===== src/hw/rtl/assert_macros.svh =====
// Assertion macros for the RTL files.
`ifndef ASSERT_MACROS_SVH
`define ASSERT_MACROS_SVH

`ifndef SYNTHESIS
`define ASSERT_IMPLIES(lbl, clk, rst_n, ante, cons) \
    lbl: assert property (@(posedge clk) disable iff (!rst_n) (ante) |-> (cons)) \
        else $error("assertion failed");
`define ASSERT_NEXT(lbl, clk, rst_n, ante, cons) \
    lbl: assert property (@(posedge clk) disable iff (!rst_n) (ante) |=> (cons)) \
        else $error("assertion failed");
`else
`define ASSERT_IMPLIES(lbl, clk, rst_n, ante, cons)
`define ASSERT_NEXT(lbl, clk, rst_n, ante, cons)
`endif

`endif


===== src/hw/rtl/mh2_pkg.sv =====
// Types and constants of the MurmurHash2 core.
`default_nettype none

package mh2_pkg;

    typedef logic [31:0] t_word;
    typedef logic [2:0]  t_nbytes;

    localparam t_word       MIX_MUL     = 32'h5bd1e995;
    localparam int unsigned MIX_SHIFT   = 24;
    localparam int unsigned FIN_SHIFT_A = 13;
    localparam int unsigned FIN_SHIFT_B = 15;
    localparam t_word       SEED_RESET  = 32'h007b1010;

endpackage

`default_nettype wire


===== src/hw/rtl/murmur2_hash32_core.sv =====
// Streaming MurmurHash2 32-bit core: sequencer around one shared multiplier.
// Input stalls outside S_IDLE; a full word runs S_K1, S_K2, S_H, S_FOLD, a 1-3 byte tail S_TAIL, S_TFOLD.
// A last item adds finalization in S_FIN and S_FOUT; the hash is registered in S_FOUT once the output is free.
// One 32x32 multiplier, used three times per full word and once per tail or finish, sets the rate.
// Synchronous active-low reset: idle, running hash 0, seed 0x7b1010, no result pending.
`default_nettype none
`include "assert_macros.svh"

module murmur2_hash32_core (
    input  wire             i_clk,
    input  wire             i_rst_n,
    input  wire             i_cfg_valid,
    output logic            o_cfg_ready,
    input  mh2_pkg::t_word  i_cfg_hash_seed,
    input  wire             i_in_valid,
    output logic            o_in_stall,
    input  mh2_pkg::t_word  i_data_word,
    input  mh2_pkg::t_nbytes i_bytes_valid,
    input  wire             i_first_word,
    input  wire             i_last_word,
    input  mh2_pkg::t_word  i_message_length,
    output logic            o_out_valid,
    input  wire             i_out_stall,
    output mh2_pkg::t_word  o_hash_value
);
    import mh2_pkg::*;

    typedef enum logic [3:0] {
        S_IDLE,
        S_K1,
        S_K2,
        S_H,
        S_FOLD,
        S_TAIL,
        S_TFOLD,
        S_FIN,
        S_FOUT
    } t_state;

    t_state     r_state;
    t_word      r_seed;
    t_word      r_h;
    t_word      r_k;
    logic [1:0] r_nb;
    logic       r_last;
    t_word      r_out;
    logic       r_out_valid;

    t_word mul_op;
    t_word prod;
    t_word tail_mask;
    t_word start_h;
    logic  in_xfer;
    logic  out_xfer;
    logic  out_free;

    mh2_mul u_mul (
        .i_clk  (i_clk),
        .i_op   (mul_op),
        .o_prod (prod)
    );

    assign in_xfer     = i_in_valid && !o_in_stall;
    assign out_xfer    = r_out_valid && !i_out_stall;
    assign out_free    = !r_out_valid || !i_out_stall;
    assign start_h     = i_first_word ? (r_seed ^ i_message_length) : r_h;
    assign o_in_stall  = (r_state != S_IDLE);
    assign o_cfg_ready = 1'b1;
    assign o_out_valid = r_out_valid;
    assign o_hash_value = r_out;

    always_comb begin
        case (r_nb)
            2'd1:    tail_mask = 32'h000000ff;
            2'd2:    tail_mask = 32'h0000ffff;
            default: tail_mask = 32'h00ffffff;
        endcase
    end

    always_comb begin
        case (r_state)
            S_K1:        mul_op = r_k;
            S_K2:        mul_op = prod ^ (prod >> MIX_SHIFT);
            S_H:         mul_op = r_h;
            S_TAIL:      mul_op = r_h ^ (r_k & tail_mask);
            S_FIN, S_FOUT: mul_op = r_h ^ (r_h >> FIN_SHIFT_A);
            default:     mul_op = r_h;
        endcase
    end

    always_ff @(posedge i_clk) begin
        if (!i_rst_n) begin
            r_state     <= S_IDLE;
            r_seed      <= SEED_RESET;
            r_h         <= '0;
            r_last      <= 1'b0;
            r_out_valid <= 1'b0;
        end else begin
            if (i_cfg_valid && o_cfg_ready) begin
                r_seed <= i_cfg_hash_seed;
            end
            if (out_xfer && (r_state != S_FOUT)) begin
                r_out_valid <= 1'b0;
            end
            case (r_state)
                S_IDLE: begin
                    if (in_xfer) begin
                        r_h    <= start_h;
                        r_k    <= i_data_word;
                        r_nb   <= i_bytes_valid[1:0];
                        r_last <= i_last_word;
                        if (i_bytes_valid[2]) begin
                            r_state <= S_K1;
                        end else if (i_bytes_valid[1:0] != 2'd0) begin
                            r_state <= S_TAIL;
                        end else if (i_last_word) begin
                            r_state <= S_FIN;
                        end
                    end
                end
                S_K1: begin
                    r_state <= S_K2;
                end
                S_K2: begin
                    r_state <= S_H;
                end
                S_H: begin
                    r_k     <= prod;
                    r_state <= S_FOLD;
                end
                S_FOLD: begin
                    r_h     <= prod ^ r_k;
                    r_state <= r_last ? S_FIN : S_IDLE;
                end
                S_TAIL: begin
                    r_state <= S_TFOLD;
                end
                S_TFOLD: begin
                    r_h     <= prod;
                    r_state <= r_last ? S_FIN : S_IDLE;
                end
                S_FIN: begin
                    r_state <= S_FOUT;
                end
                S_FOUT: begin
                    if (out_free) begin
                        r_out       <= prod ^ (prod >> FIN_SHIFT_B);
                        r_out_valid <= 1'b1;
                        r_state     <= S_IDLE;
                    end
                end
                default: begin
                    r_state <= S_IDLE;
                end
            endcase
        end
    end

    `ASSERT_NEXT(a_full_word_mix, i_clk, i_rst_n, in_xfer && i_bytes_valid[2], r_state == S_K1)
    `ASSERT_NEXT(a_empty_last_fin, i_clk, i_rst_n,
        in_xfer && !i_bytes_valid[2] && (i_bytes_valid[1:0] == 2'd0) && i_last_word,
        r_state == S_FIN)
    `ASSERT_NEXT(a_result_loaded, i_clk, i_rst_n, (r_state == S_FOUT) && out_free,
        o_out_valid && (r_state == S_IDLE))
    `ASSERT_IMPLIES(a_busy_in_fout, i_clk, i_rst_n, (r_state == S_FOUT) && !out_free,
        o_out_valid && i_out_stall)

endmodule

`default_nettype wire


===== src/hw/rtl/mh2_mul.sv =====
// Shared registered multiplier by the mixing constant, low 32 bits of the product.
`default_nettype none

module mh2_mul (
    input  wire           i_clk,
    input  mh2_pkg::t_word i_op,
    output mh2_pkg::t_word o_prod
);
    import mh2_pkg::*;

    t_word prod_lo;
    t_word r_prod;

    assign prod_lo = i_op * MIX_MUL;

    always_ff @(posedge i_clk) begin
        r_prod <= prod_lo;
    end

    assign o_prod = r_prod;

endmodule

`default_nettype wire

===== config.mk =====
export PLATFORM = sky130hd
export DESIGN_NAME = murmur2_hash32_core
export DESIGN_NICKNAME = d
export VERILOG_FILES = /design/src/hw/rtl/mh2_pkg.sv /design/src/hw/rtl/murmur2_hash32_core.sv /design/src/hw/rtl/mh2_mul.sv
export VERILOG_INCLUDE_DIRS = /design/src /design/src/hw/rtl
export SDC_FILE = /design/constraint.sdc
export NUM_CORES = 1
export LEC_CHECK = 0
export BUFFER_PORTS_ARGS = -buffer_cell sky130_fd_sc_hd__buf_2
export CAP_MARGIN = 0
export CORE_MARGIN = 4
export CORE_UTILIZATION = 45
export DETAILED_ROUTE_END_ITERATION = 8
export HOLD_SLACK_MARGIN = 0.08
export PLACE_DENSITY_LB_ADDON = 0.05
export SYNTH_ARGS = -nofsm -noshare
export SYNTH_HDL_FRONTEND = slang
export SYNTH_SLANG_ARGS = --single-unit

===== constraint.sdc =====
create_clock -name i_clk -period 19.9 [get_ports i_clk]
set_input_delay 3.98 -clock i_clk [delete_from_list [all_inputs] [get_ports i_clk]]
set_output_delay 3.98 -clock i_clk [all_outputs]
set_load 0.05 [all_outputs]

# Word-level counts from Yosys, hierarchy flattened
# Index checks and enable logic that the tools add are counted.
# totals
wordCells,69
regBits,168
out_inout_bits,35
in_bits,106
# op_classes
bitwise_logic,7
n_mul,1
n_eq_ne,15
n_reduce_logical,20
mux,17
# ops
op,count
one-hot mux 32 bit (4 select lines),1
two-way mux 32 bit,3
one-hot mux 32 bit (3 select lines),1
XOR 32 bit,3
one-hot mux 32 bit (2 select lines),1
one-hot mux 24 bit (2 select lines),1
AND 32 bit,1
"multiplier 32 x 31 -> 32 bit, second input constant",1
one-hot mux 4 bit (8 select lines),1
XOR 32 x 17 -> 32 bit,1
XOR 32 x 19 -> 32 bit,1
XOR 32 x 8 -> 32 bit,1
two-way mux 4 bit,5
"== test 4 x 3 -> 1 bit, second input constant",4
AND reduction 3 bit,5
"== test 4 x 2 -> 1 bit, second input constant",2
"!= test 4 bit, second input constant",2
"!= test 2 bit, second input constant",3
"== test 4 x 1 -> 1 bit, second input constant",1
"== test 4 bit, second input constant",1
logical NOT 4 bit,1
nonzero test 2 bit,2
nonzero test 4 bit,1
OR reduction 2 bit,2
other kinds (9),15

# Logic depth before layout (Yosys ltp)
# Gate-level depths: netlist of run 1.
# depth
word_depth,6
depth_mapped,33

# Cells and area by module
# A second synthesis of run 1 with hierarchy kept.
# unflattened
hier_cells,1706
area_unflattened_um2,17205.3
# modules_own_cells
mod,area_each_um2,cells_each,n_inst,seq_area_each_um2
mh2_mul,9614.2,978,1,640.6
murmur2_hash32_core,7591.0,728,1,3383.2

# Worst setup path after synthesis of run 1
# OpenSTA, ideal clock, no wires.
# synth_path
kind,reg-to-reg
startpoint,reg r_state[1]
endpoint,"reg u_mul.r_prod[31], in the netlist u_mul.o_prod[31]"
slack_ps,12281
stages_incl_launch_ff,29
n_path_buf,3
period_less_slack_ps,7619
arrival_time_ps,7496
setup_time_ps,123
cell_sequence,dfxtp_1 > buf_4 > or4b_4 > and2_1 > clkbuf_1 > buf_2 > o221ai_1 > a211o_1 > inv_1 > fa_1 > inv_1 > fa_1 > fa_1 > fa_1 > inv_1 > fa_1 > fa_1 > inv_1 > fa_1 > inv_1 > fa_1 > xor2_1 > xnor2_1 > xnor2_1 > xnor2_2 > xnor2_1 > xnor3_1 > xnor3_1 > xnor2_1
# synth_between
elab_chain_cells,4
word_cells_on_any_way,8
classes_between,mul (1); eq/ne (5); mux (1); reduce/logical (1)
# synth_rtl
item,line_no,source
"start, declared",murmur2_hash32_core.sv:40,t_state r_state;
"start signal, assigned",murmur2_hash32_core.sv:133,r_state <= r_last ? S_FIN : S_IDLE;
"start signal, assigned",murmur2_hash32_core.sv:140,r_state <= r_last ? S_FIN : S_IDLE;
== test 4 bit or == test 4 x 3 -> 1 bit (tied branches),murmur2_hash32_core.sv:81,case (r_state)
OR reduction 2 bit,murmur2_hash32_core.sv:81,
one-hot mux 32 bit (4 select lines) (*),murmur2_hash32_core.sv:81,
multiplier 32 x 31 -> 32 bit (*),mh2_mul.sv:14,assign prod_lo = i_op * MIX_MUL;
via u_mul.prod_lo[31],mh2_mul.sv:11,t_word prod_lo;
"end signal, assigned",mh2_mul.sv:17,r_prod <= prod_lo;
"end, declared",mh2_mul.sv:12,t_word r_prod;
# The timed path passes the listed nets; every way through them passes the cells marked *.
# A chain may end at the register's enable or synchronous reset.

# Final worst setup path of run 1
# Ends and elaborated chain as after synthesis.

==> results.txt, run 1 <==
Run status -> finished, final reports clean
Max Clock Freq -> 107 MHz
Period minus WS final -> 9.34 ns
Post-route clock period utilization -> 46.9%
DR WL/cell -> 20.7 um
# hold bufs at CTS -> 0
Placed Cells incl. Taps -> 2,310
Asr flop ratio synth -> 0%
Die Ht -> 202 um
Global-route wire length before repair -> 74,900 um
Initial antenna violation count -> 0
Setup repair bufs after CTS -> 0
CTS tree -> yes
Synth area leaders -> fa_1 21%, ha_1 16%, dfxtp_1 12%
Hold Path Depth -> 2
Root Buffer -> clkbuf_16
Non-filler cells, final -> 2,342
Clock Latency Late Sink -> 0.45 ns
Min-delay src -> r_seed[12]$_SDFFE_PN1P_
Final Hold Vio Count -> 0
Post_cts resized -> 0
Crit. End Element -> flop
Slew Viols, Final -> 0
DRC -> 0
Boundary Pins -> 141
Count leader, synth -> inv_1
R2R Path Start -> r_state[1]$_SDFFE_PN0P_
Synth cell types -> 67
CP arrival -> 9.66 ns
Initial Utilization -> 46.0%
Max transition margin -> 27.4%
Worst reg2reg setup slack -> 10.56 ns
Clock sink count -> 168
Hold WC Path Type -> flop to flop
Critical R2R Capture -> u_mul.o_prod[31]$_DFF_P_
RSZ-0062 raised after global routing -> no
Post-Syn Area per Cell -> 10.0 um2
DRT iter0 DRCs -> 869
Maxcap violations -> 0
TritonCTS Buffers -> 17
Top cell type's share of synthesized area -> 21.2%
HPWL Detailed -> 38,700 um
Ys flop type -> dfxtp_1
Setup TNS Final -> 0 ns
PortBufs -> 139
Fill cells -> 3,516
DR vias/cell -> 5.22
Clock transition at path regs -> 0.07 ns
TritonRoute pass-1 iters -> 5
Grt ovf -> 0
CORE AREA -> 0.0370 mm2
Syn Nets -> 2,204
Sequential area share after synthesis -> 23.7%
Largest net degree at the start of global routing -> 72
R2R depth -> 29
Via count -> 12,200
Total Routing Usage GR -> 23.9%
Yosys top cell by area -> fa_1
Synth warn -> 0
Ant. Diodes -> 0
Global placement routability congestion -> 0.908
Setup WS pre-CTS -> 10.54 ns
CP required -> 20.22 ns
Most Frequent Cell on Critical Path -> inv_1
Post-route ant nets -> 0
Final setup vio count -> 0
Crit start category -> flop
Hold_ws -> 0.493 ns
Final WL -> 48,600 um
Mapped Cells -> 1,702
Worst slew pin tran -> 1.09 ns
Die area -> 0.0410 mm2
Rows -> 70
Fraction of layout cells with a size suffix above 1 -> 12.8%
Area growth, synth to finish -> 10.9%
Crit-path max FO -> 23
Post-Route Skew -> 0.0160 ns
WHS Endpoint -> r_seed[12]$_SDFFE_PN1P_
Commonest cells in the netlist -> 346 x inv_1, 216 x ha_1, 180 x fa_1, 102 x dfxtp_1, 93 x nor2b_1
H-tree Lvls -> 4
Vias in the first global route -> 12,500
CP Class -> flop to flop
Final worst setup slack -> 10.56 ns
EDFF count, synth -> 66
Worst path max stage delay -> 0.78 ns
Synthesized area -> 0.0170 mm2
Slowest CP cell -> dfxtp_1
CTS Buffer Depth -> 2
Post-synthesis register bit count -> 168
Final net count -> 2,327
Die extent in x -> 202 um
worst max-delay path by stage:
| stage | start | end | slack, ns | cells past startpoint |
|---|---|---|---|---|
| 2_1_floorplan | r_state[1]$_SDFFE_PN0P_ | u_mul.o_prod[31]$_DFF_P_ | 12.28 | 28 |
| 3_3_place_gp | r_state[1]$_SDFFE_PN0P_ | u_mul.o_prod[31]$_DFF_P_ | 10.63 | 29 |
| 3_5_place_dp | r_state[1]$_SDFFE_PN0P_ | u_mul.o_prod[31]$_DFF_P_ | 10.54 | 29 |
| 4_1_cts | r_state[1]$_SDFFE_PN0P_ | u_mul.o_prod[31]$_DFF_P_ | 10.53 | 29 |
| 5_1_grt | r_state[1]$_SDFFE_PN0P_ | u_mul.o_prod[31]$_DFF_P_ | 10.06 | 29 |
| 6_report | r_state[1]$_SDFFE_PN0P_ | u_mul.o_prod[31]$_DFF_P_ | 10.56 | 29 |
cell usage in the layout (no fill, tap or decap), types with 7 or more instances in the layout:
master,Yosys,final
dfxtp_1,102,102
clkbuf_16,0,17
nand2b_1,7,7
inv_6,0,7
a21o_1,10,10
xor2_1,66,66
a221oi_1,7,7
a211oi_1,39,39
ha_1,216,216
inv_1,346,346
a22o_1,8,8
nand3_1,8,8
a21oi_1,68,68
nand2_1,46,46
a22oi_1,20,20
xnor2_1,80,80
o21ai_0,39,39
mux2i_1,32,32
o21a_1,8,8
fa_1,180,180
nor3_1,10,10
mux2_2,32,32
nor2_1,81,81
buf_2,4,139
edfxtp_1,66,66
nor2b_1,93,92
buf_4,4,18
worst max-delay path: cells and delay by family, from the launching register on:
kind	cells	cell delay [ns]
and+or+nand+nor	5	1.61
buffers and inverters	8	0.83
DFF	1	0.78
AOI/OAI and AO/OA	6	2.04
adders and majority gates	9	3.79
xor gates and xnor gates	1	0.15
per-stage QoR:
stage	utilization, %	area (um2)
floorplan	-	17000
global placement	49.5	18300
detailed placement	49.5	18300
CTS	51.0	18900
global route	51.0	18900
finish	51.0	18900
kinds of logic (layout without fill, tap and decap cells):
group | after synthesis | count (layout) | share of synthesized area (%)
buffers and inverters | 399 | 535 | 8.97
AOI/OAI and AO/OA | 247 | 247 | 9.74
DFF | 168 | 168 | 23.7
adders and majority gates | 396 | 396 | 37.1
and+or+nand+nor | 278 | 278 | 8.67
xor gates and xnor gates | 149 | 149 | 7.88
muxes | 64 | 64 | 4.00
other | 1 | 1 | 0.0220
registers in the layout, indices dropped and copies added, names as in the netlist:
register,flops
r_h,32
r_state,4
o_out_valid,1
o_hash_value,32
r_last,1
r_nb,2
r_seed,32
u_mul.o_prod,32
r_k,32
layer usage:
metal  global-route usage, %  part of all wire (%)  vias to the layer above
met5                       0                     0                        -
met4                    5.99                   2.1                        0
met3                    2.52                   4.2                       52
met2                    40.8                    49                      337
met1                    32.9                    45                     6043
li1                        -                     -                     5799
area by class of cell:
class,instances,area (um2),share of cell area [%]
Clock inverter,15,155,0.822
Tap cell,504,631,3.34
Inverter,346,1300,6.88
Multi-Input combinational cell,1135,11500,61.0
Sequential cell,168,4020,21.3
Clock buffer,17,425,2.25
Timing Repair Buffer,157,831,4.40
Power of run 1 is not shown: default switching activity piles up to over one toggle a cycle in this logic, so the estimate is an artifact.
==> run 2, diff against run 1 <==
--- a/config.mk
+++ b/config.mk
@@ -6,6 +6,7 @@
 export SDC_FILE = /design/constraint.sdc
 export NUM_CORES = 1
 export LEC_CHECK = 0
+export ABC_AREA = 1
 export BUFFER_PORTS_ARGS = -buffer_cell sky130_fd_sc_hd__buf_2
 export CAP_MARGIN = 0
 export CORE_MARGIN = 4
==> constraint.sdc (replaced) <==
create_clock -name i_clk -period 8.82 [get_ports i_clk]
set_input_delay 1.764 -clock i_clk [delete_from_list [all_inputs] [get_ports i_clk]]
set_output_delay 1.764 -clock i_clk [all_outputs]
set_load 0.05 [all_outputs]
==> results.txt, run 2 <==
Setup repair bufs after CTS -> 0 (unchanged)
Final worst setup slack -> 0.591 ns (was 10.56 ns)
Rows -> 71 (was 70)
Yosys top cell by area -> fa_1 (unchanged)
Asr flop ratio synth -> 0% (unchanged)
Top cell type's share of synthesized area -> 20.7% (was 21.2%)
Syn Nets -> 2,539 (was 2,204)
Die Ht -> 205 um (was 202 um)
Crit start category -> flop (unchanged)
Clock Latency Late Sink -> 0.44 ns (was 0.45 ns)
Fraction of layout cells with a size suffix above 1 -> 11.5% (was 12.8%)
Synthesized area -> 0.0174 mm2 (was 0.0170 mm2)
Run status -> finished, final reports clean (unchanged)
Delay-heaviest family, CP -> adder cells (unchanged)
Final Hold Vio Count -> 0 (unchanged)
Dpl cell area -> 0.0188 mm2 (was 0.0183 mm2)
Count leader, synth -> inv_1 (unchanged)
Synth area leaders -> fa_1 21%, ha_1 16%, dfxtp_1 12% (unchanged)
Crit. End Element -> flop (unchanged)
Max Clock Freq -> 122 MHz (was 107 MHz)
Total Routing Usage GR -> 27.6% (was 23.9%)
Fill cells -> 3,733 (was 3,516)
Worst path max stage delay -> 0.59 ns (was 0.78 ns)
Final Core Density -> 51.3% (was 51.0%)
HPWL Detailed -> 46,500 um (was 38,700 um)
PortBufs -> 139 (unchanged)
Register area -> 0.00402 mm2 (unchanged)
Final net count -> 2,686 (was 2,327)
Boundary Pins -> 141 (unchanged)
CP bufs+invs -> 8 (unchanged)
Most Frequent Cell on Critical Path -> inv_1 (unchanged)
Ant. Diodes -> 0 (unchanged)
Post-synthesis register bit count -> 168 (unchanged)
TritonRoute pass-1 iters -> 6 (was 5)
CORE AREA -> 0.0378 mm2 (was 0.0370 mm2)
CTS Buffer Depth -> 2 (unchanged)
DR vias/cell -> 5.21 (was 5.22)
TritonCTS Buffers -> 17 (unchanged)
Commonest cells after routing, fill and taps aside -> 458 x inv_1, 266 x nand2_1, 216 x ha_1, 180 x fa_1, 154 x o21ai_0 (was 346 x inv_1, 216 x ha_1, 180 x fa_1, 139 x buf_2, 102 x dfxtp_1)
Cell area after layout -> 0.0194 mm2 (was 0.0189 mm2)
Initial Utilization -> 45.9% (was 46.0%)
Hold WC Path Type -> flop to flop (unchanged)
Maxcap violations -> 0 (unchanged)
Post-Syn Area per Cell -> 8.53 um2 (was 10.0 um2)
Synth warn -> 0 (unchanged)
Period minus WS final -> 8.23 ns (was 9.34 ns)
Initial antenna violation count -> 2 (was 0)
Clock transition at path regs -> 0.07 ns (about the same)
Die area -> 0.0418 mm2 (was 0.0410 mm2)
# hold bufs at CTS -> 0 (unchanged)
DR WL/cell -> 21.0 um (was 20.7 um)
Multi-input combinational cell area -> 0.0114 mm2 (was 0.0115 mm2)
Synth cell types -> 50 (was 67)
Post_cts resized -> 0 (unchanged)
Ys flop type -> dfxtp_1 (unchanged)
Mapped Cells -> 2,037 (was 1,702)
Area growth, synth to finish -> 11.6% (was 10.9%)
Setup WS pre-CTS -> 0.659 ns (was 10.54 ns)
Worst slew pin tran -> 1.03 ns (was 1.09 ns)
Global placement routability congestion -> 0.947 (was 0.908)
H-tree Lvls -> 4 (unchanged)
Setup TNS Final -> 0 ns (unchanged)
Final setup vio count -> 0 (unchanged)
Global-route wire length before repair -> 86,900 um (was 74,900 um)
Commonest non-fill, non-tap cell in the layout -> inv_1 (unchanged)
CP arrival -> 8.55 ns (was 9.66 ns)
Slew Viols, Final -> 0 (unchanged)
Post-Route Skew -> 0.0104 ns (was 0.0160 ns)
Vias in the first global route -> 14,700 (was 12,500)
CTS tree -> yes (unchanged)
Grt ovf -> 0 (unchanged)
Sequential area share after synthesis -> 23.2% (was 23.7%)
Final WL -> 56,800 um (was 48,600 um)
R2R Path Start -> r_nb[0]$_DFFE_PP_ (was r_state[1]$_SDFFE_PN0P_)
Die extent in x -> 205 um (was 202 um)
Max transition margin -> 31.5% (was 27.4%)
Via count -> 14,100 (was 12,200)
Clock sink count -> 168 (unchanged)
Slowest CP cell -> fa_1 (was dfxtp_1)
CP required -> 9.14 ns (was 20.22 ns)
Min-delay src -> r_seed[21]$_SDFFE_PN1P_ (was r_seed[12]$_SDFFE_PN1P_)
EDFF count, synth -> 66 (unchanged)
Commonest cells in the netlist -> 458 x inv_1, 266 x nand2_1, 216 x ha_1, 180 x fa_1, 155 x o21ai_0 (was 346 x inv_1, 216 x ha_1, 180 x fa_1, 102 x dfxtp_1, 93 x nor2b_1)
CP Class -> flop to flop (unchanged)
Setup crit start -> r_nb[0]$_DFFE_PP_ (was r_state[1]$_SDFFE_PN0P_)
Crit-path max FO -> 11 (was 23)
Largest net degree at the start of global routing -> 67 (was 72)
Post-route ant nets -> 0 (unchanged)
DRT iter0 DRCs -> 1,100 (was 869)
Root Buffer -> clkbuf_16 (unchanged)
RSZ-0062 raised after global routing -> no (unchanged)
Post-route clock period utilization -> 93.3% (was 46.9%)
DRC -> 0 (unchanged)
run 2: through the flow:
stage	cells	hold WS, ns
after floorplan	2037	0.406
after global placement	2676	0.458
after detailed placement	2676	0.466
after CTS	2708	0.477
after global routing	2708	0.509
final	2708	0.481
run 2: worst min-delay path, cell delays in order, from the launching register on:
cell	delay, ns
dfxtp_1	0.34
nand2_1	0.06
nand3_1	0.05
run 2: worst paths after layout:
check	end	slack (ns)	cells past startpoint
setup / recovery	u_mul.o_prod[28]$_DFF_P_	0.59	30
hold / removal	r_seed[21]$_SDFFE_PN1P_	0.48	2
setup reg to reg	u_mul.o_prod[28]$_DFF_P_	0.59	30
hold reg to reg	r_seed[21]$_SDFFE_PN1P_	0.48	2
run 2: cells by family after synthesis:
| logic type | count (synthesis) | synth area share (%) |
|---|---|---|
| compound gates | 324 | 10.1 |
| xor+xnor | 122 | 6.15 |
| fa+ha+maj | 396 | 36.3 |
| buf+inv | 517 | 11.5 |
| flops | 168 | 23.2 |
| other cells | 1 | 0.0216 |
| simple gates | 509 | 12.9 |
run 2: routing by layer:
metal	global-route usage [%]	share of wire [%]	vias up
met5	0	0	-
met4	8.78	3.2	0
met3	3.51	5.2	83
met2	47.1	48	448
met1	36.7	44	6850
li1	-	-	6718
run 2: area by class of cell:
type | instances | share of cell area, %
Sequential cell | 168 | 20.7
Clock buffer | 21 | 2.43
Tap cell | 511 | 3.30
Timing Repair Buffer | 181 | 5.21
Inverter | 464 | 9.01
Multi-Input combinational cell | 1352 | 58.7
Clock inverter | 11 | 0.568
Power of run 2 is left out for the same reason.
==> run 3, diff against run 2 <==
--- a/config.mk
+++ b/config.mk
@@ -6,7 +6,6 @@
 export SDC_FILE = /design/constraint.sdc
 export NUM_CORES = 1
 export LEC_CHECK = 0
-export ABC_AREA = 1
 export BUFFER_PORTS_ARGS = -buffer_cell sky130_fd_sc_hd__buf_2
 export CAP_MARGIN = 0
 export CORE_MARGIN = 4
==> results.txt, run 3 (synthesized netlist as in run 1, its figures left out) <==
Total Routing Usage GR -> 24.6% (was 27.6%)
Dpl cell area -> 0.0185 mm2 (was 0.0188 mm2)
Most Frequent Cell on Critical Path -> inv_1 (unchanged)
Commonest non-fill, non-tap cell in the layout -> inv_1 (unchanged)
CTS Buffer Depth -> 2 (unchanged)
Run status -> finished, final reports clean (unchanged)
Final Hold Vio Count -> 0 (unchanged)
Vias in the first global route -> 12,900 (was 14,700)
Area growth, synth to finish -> 12.6% (was 11.6%)
Worst slew pin tran -> 0.972 ns (was 1.03 ns)
Grt ovf -> 0 (unchanged)
Commonest cells after routing, fill and taps aside -> 345 x inv_1, 216 x ha_1, 180 x fa_1, 139 x buf_2, 100 x dfxtp_1 (was 458 x inv_1, 266 x nand2_1, 216 x ha_1, 180 x fa_1, 154 x o21ai_0)
M2 GR Usage -> 41.9% (was 47.1%)
Global placement routability congestion -> 0.907 (was 0.947)
TritonRoute pass-1 iters -> 5 (was 6)
Gr busiest metal -> met2 (unchanged)
CP required -> 9.15 ns (was 9.14 ns)
HPWL Detailed -> 41,000 um (was 46,500 um)
Slew Viols, Final -> 0 (unchanged)
Post-route clock period utilization -> 94.7% (was 93.3%)
Clock Latency Late Sink -> 0.45 ns (was 0.44 ns)
Die area -> 0.0410 mm2 (was 0.0418 mm2)
CP arrival -> 8.68 ns (was 8.55 ns)
Cell area after layout -> 0.0192 mm2 (was 0.0194 mm2)
R2R Path Start -> r_state[1]$_SDFFE_PN0P_ (was r_nb[0]$_DFFE_PP_)
Final net count -> 2,363 (was 2,686)
Crit-path max FO -> 26 (was 11)
Via count -> 12,300 (was 14,100)
Worst path max stage delay -> 0.60 ns (was 0.59 ns)
DR vias/cell -> 5.18 (was 5.21)
Slowest CP cell -> dfxtp_1 (was fa_1)
Final WL -> 49,900 um (was 56,800 um)
Clock transition at path regs -> 0.06 ns (was 0.07 ns)
Largest net degree at the start of global routing -> 72 (was 67)
DRT iter0 DRCs -> 768 (was 1,100)
PortBufs -> 139 (unchanged)
Fill cells -> 3,447 (was 3,733)
Die Ht -> 202 um (was 205 um)
Worst reg2reg setup slack -> 0.47 ns (was 0.59 ns)
Maxcap violations -> 0 (unchanged)
Root Buffer -> clkbuf_16 (unchanged)
Initial Utilization -> 46.0% (was 45.9%)
Crit start category -> flop (unchanged)
Final Core Density -> 51.8% (was 51.3%)
Min-delay src -> r_seed[4]$_SDFFE_PN1P_ (was r_seed[21]$_SDFFE_PN1P_)
Setup repair bufs after CTS -> 0 (unchanged)
Post-Route Skew -> 0.0158 ns (was 0.0104 ns)
Met3 usage -> 2.82% (was 3.51%)
CORE AREA -> 0.0370 mm2 (was 0.0378 mm2)
Max transition margin -> 34.6% (was 31.5%)
Die extent in x -> 202 um (was 205 um)
Post-route ant nets -> 0 (unchanged)
Rows -> 70 (was 71)
Initial antenna violation count -> 0 (was 2)
TritonCTS Buffers -> 17 (unchanged)
Crit. End Element -> flop (unchanged)
H-tree Lvls -> 4 (unchanged)
Global-route wire length before repair -> 76,900 um (was 86,900 um)
Setup crit start -> r_state[1]$_SDFFE_PN0P_ (was r_nb[0]$_DFFE_PP_)
Max Clock Freq -> 120 MHz (was 122 MHz)
Ant. Diodes -> 0 (unchanged)
M1 GR Usage -> 33.2% (was 36.7%)
RSZ-0062 raised after global routing -> no (unchanged)
Period minus WS final -> 8.35 ns (was 8.23 ns)
Final setup vio count -> 0 (unchanged)
Clock sink count -> 168 (unchanged)
Setup TNS Final -> 0 ns (unchanged)
Fraction of layout cells with a size suffix above 1 -> 14.4% (was 11.5%)
DR WL/cell -> 21.0 um (about the same)
Boundary Pins -> 141 (unchanged)
CP Class -> flop to flop (unchanged)
Hold WC Path Type -> flop to flop (unchanged)
DRC -> 0 (unchanged)
CTS tree -> yes (unchanged)
==> run 3: cell types whose count changed in the layout (fill, tap and decap cells not counted), sizes merged, moves of 38 or more <==
cell | previous run | this run
a21oi | 128 | 68
nand3 | 81 | 8
a211oi | 1 | 39
nor2 | 124 | 82
nor2b | 0 | 93
o21ai | 156 | 39
inv | 470 | 350
xnor2 | 31 | 81
nand2 | 280 | 46
==> run 3: worst max-delay path, delay by kind of cell, from the launching register on <==
family | cells | cell delay (ns)
buf+inv | 11 | 1.44
compound gates | 6 | 1.50
flops | 1 | 0.60
fa+ha+maj | 8 | 3.47
xor+xnor | 2 | 0.47
simple gates | 4 | 0.77
==> run 3: stage by stage <==
step	hold slack, ns	worst slack (ns)	std cells
2_1_floorplan	0.457	1.20	1702
3_3_place_gp	0.474	0.429	2346
3_5_place_dp	0.481	0.326	2346
4_1_cts	0.497	0.293	2378
5_1_grt	0.513	0.0597	2378
6_report	0.495	0.470	2378
==> run 3: path summary, 6_finish.rpt <==
path	to	cells past startpoint
max reg2reg	u_mul.o_prod[25]$_DFF_P_	31
min reg2reg	r_seed[4]$_SDFFE_PN1P_	2
min	r_seed[4]$_SDFFE_PN1P_	2
max	u_mul.o_prod[25]$_DFF_P_	31
==> run 3: layout make-up <==
type	count	area [um2]	area share [%]
Clock buffer	25	529	2.76
Clock inverter	7	77.6	0.405
Inverter	346	1300	6.78
Multi-Input combinational cell	1135	11500	60.0
Sequential cell	168	4030	21.0
Tap cell	504	631	3.29
Timing Repair Buffer	193	1100	5.75
==> run 3: layer usage <==
metal | vias to the layer above | part of all wire, % | wire [um]
met1 | 6102 | 45 | 22400
met2 | 273 | 49 | 24500
li1 | 5887 | - | -
met5 | - | 0 | 0
met3 | 51 | 3.5 | 1760
met4 | 0 | 2.6 | 1290
==> run 3: repair_timing <==
action                     in CTS  in global routing
resized for setup               0                  4
hold buffers                    0                  0
setup endpoints to repair       0                  3
Power of run 3 is left out for the same reason.
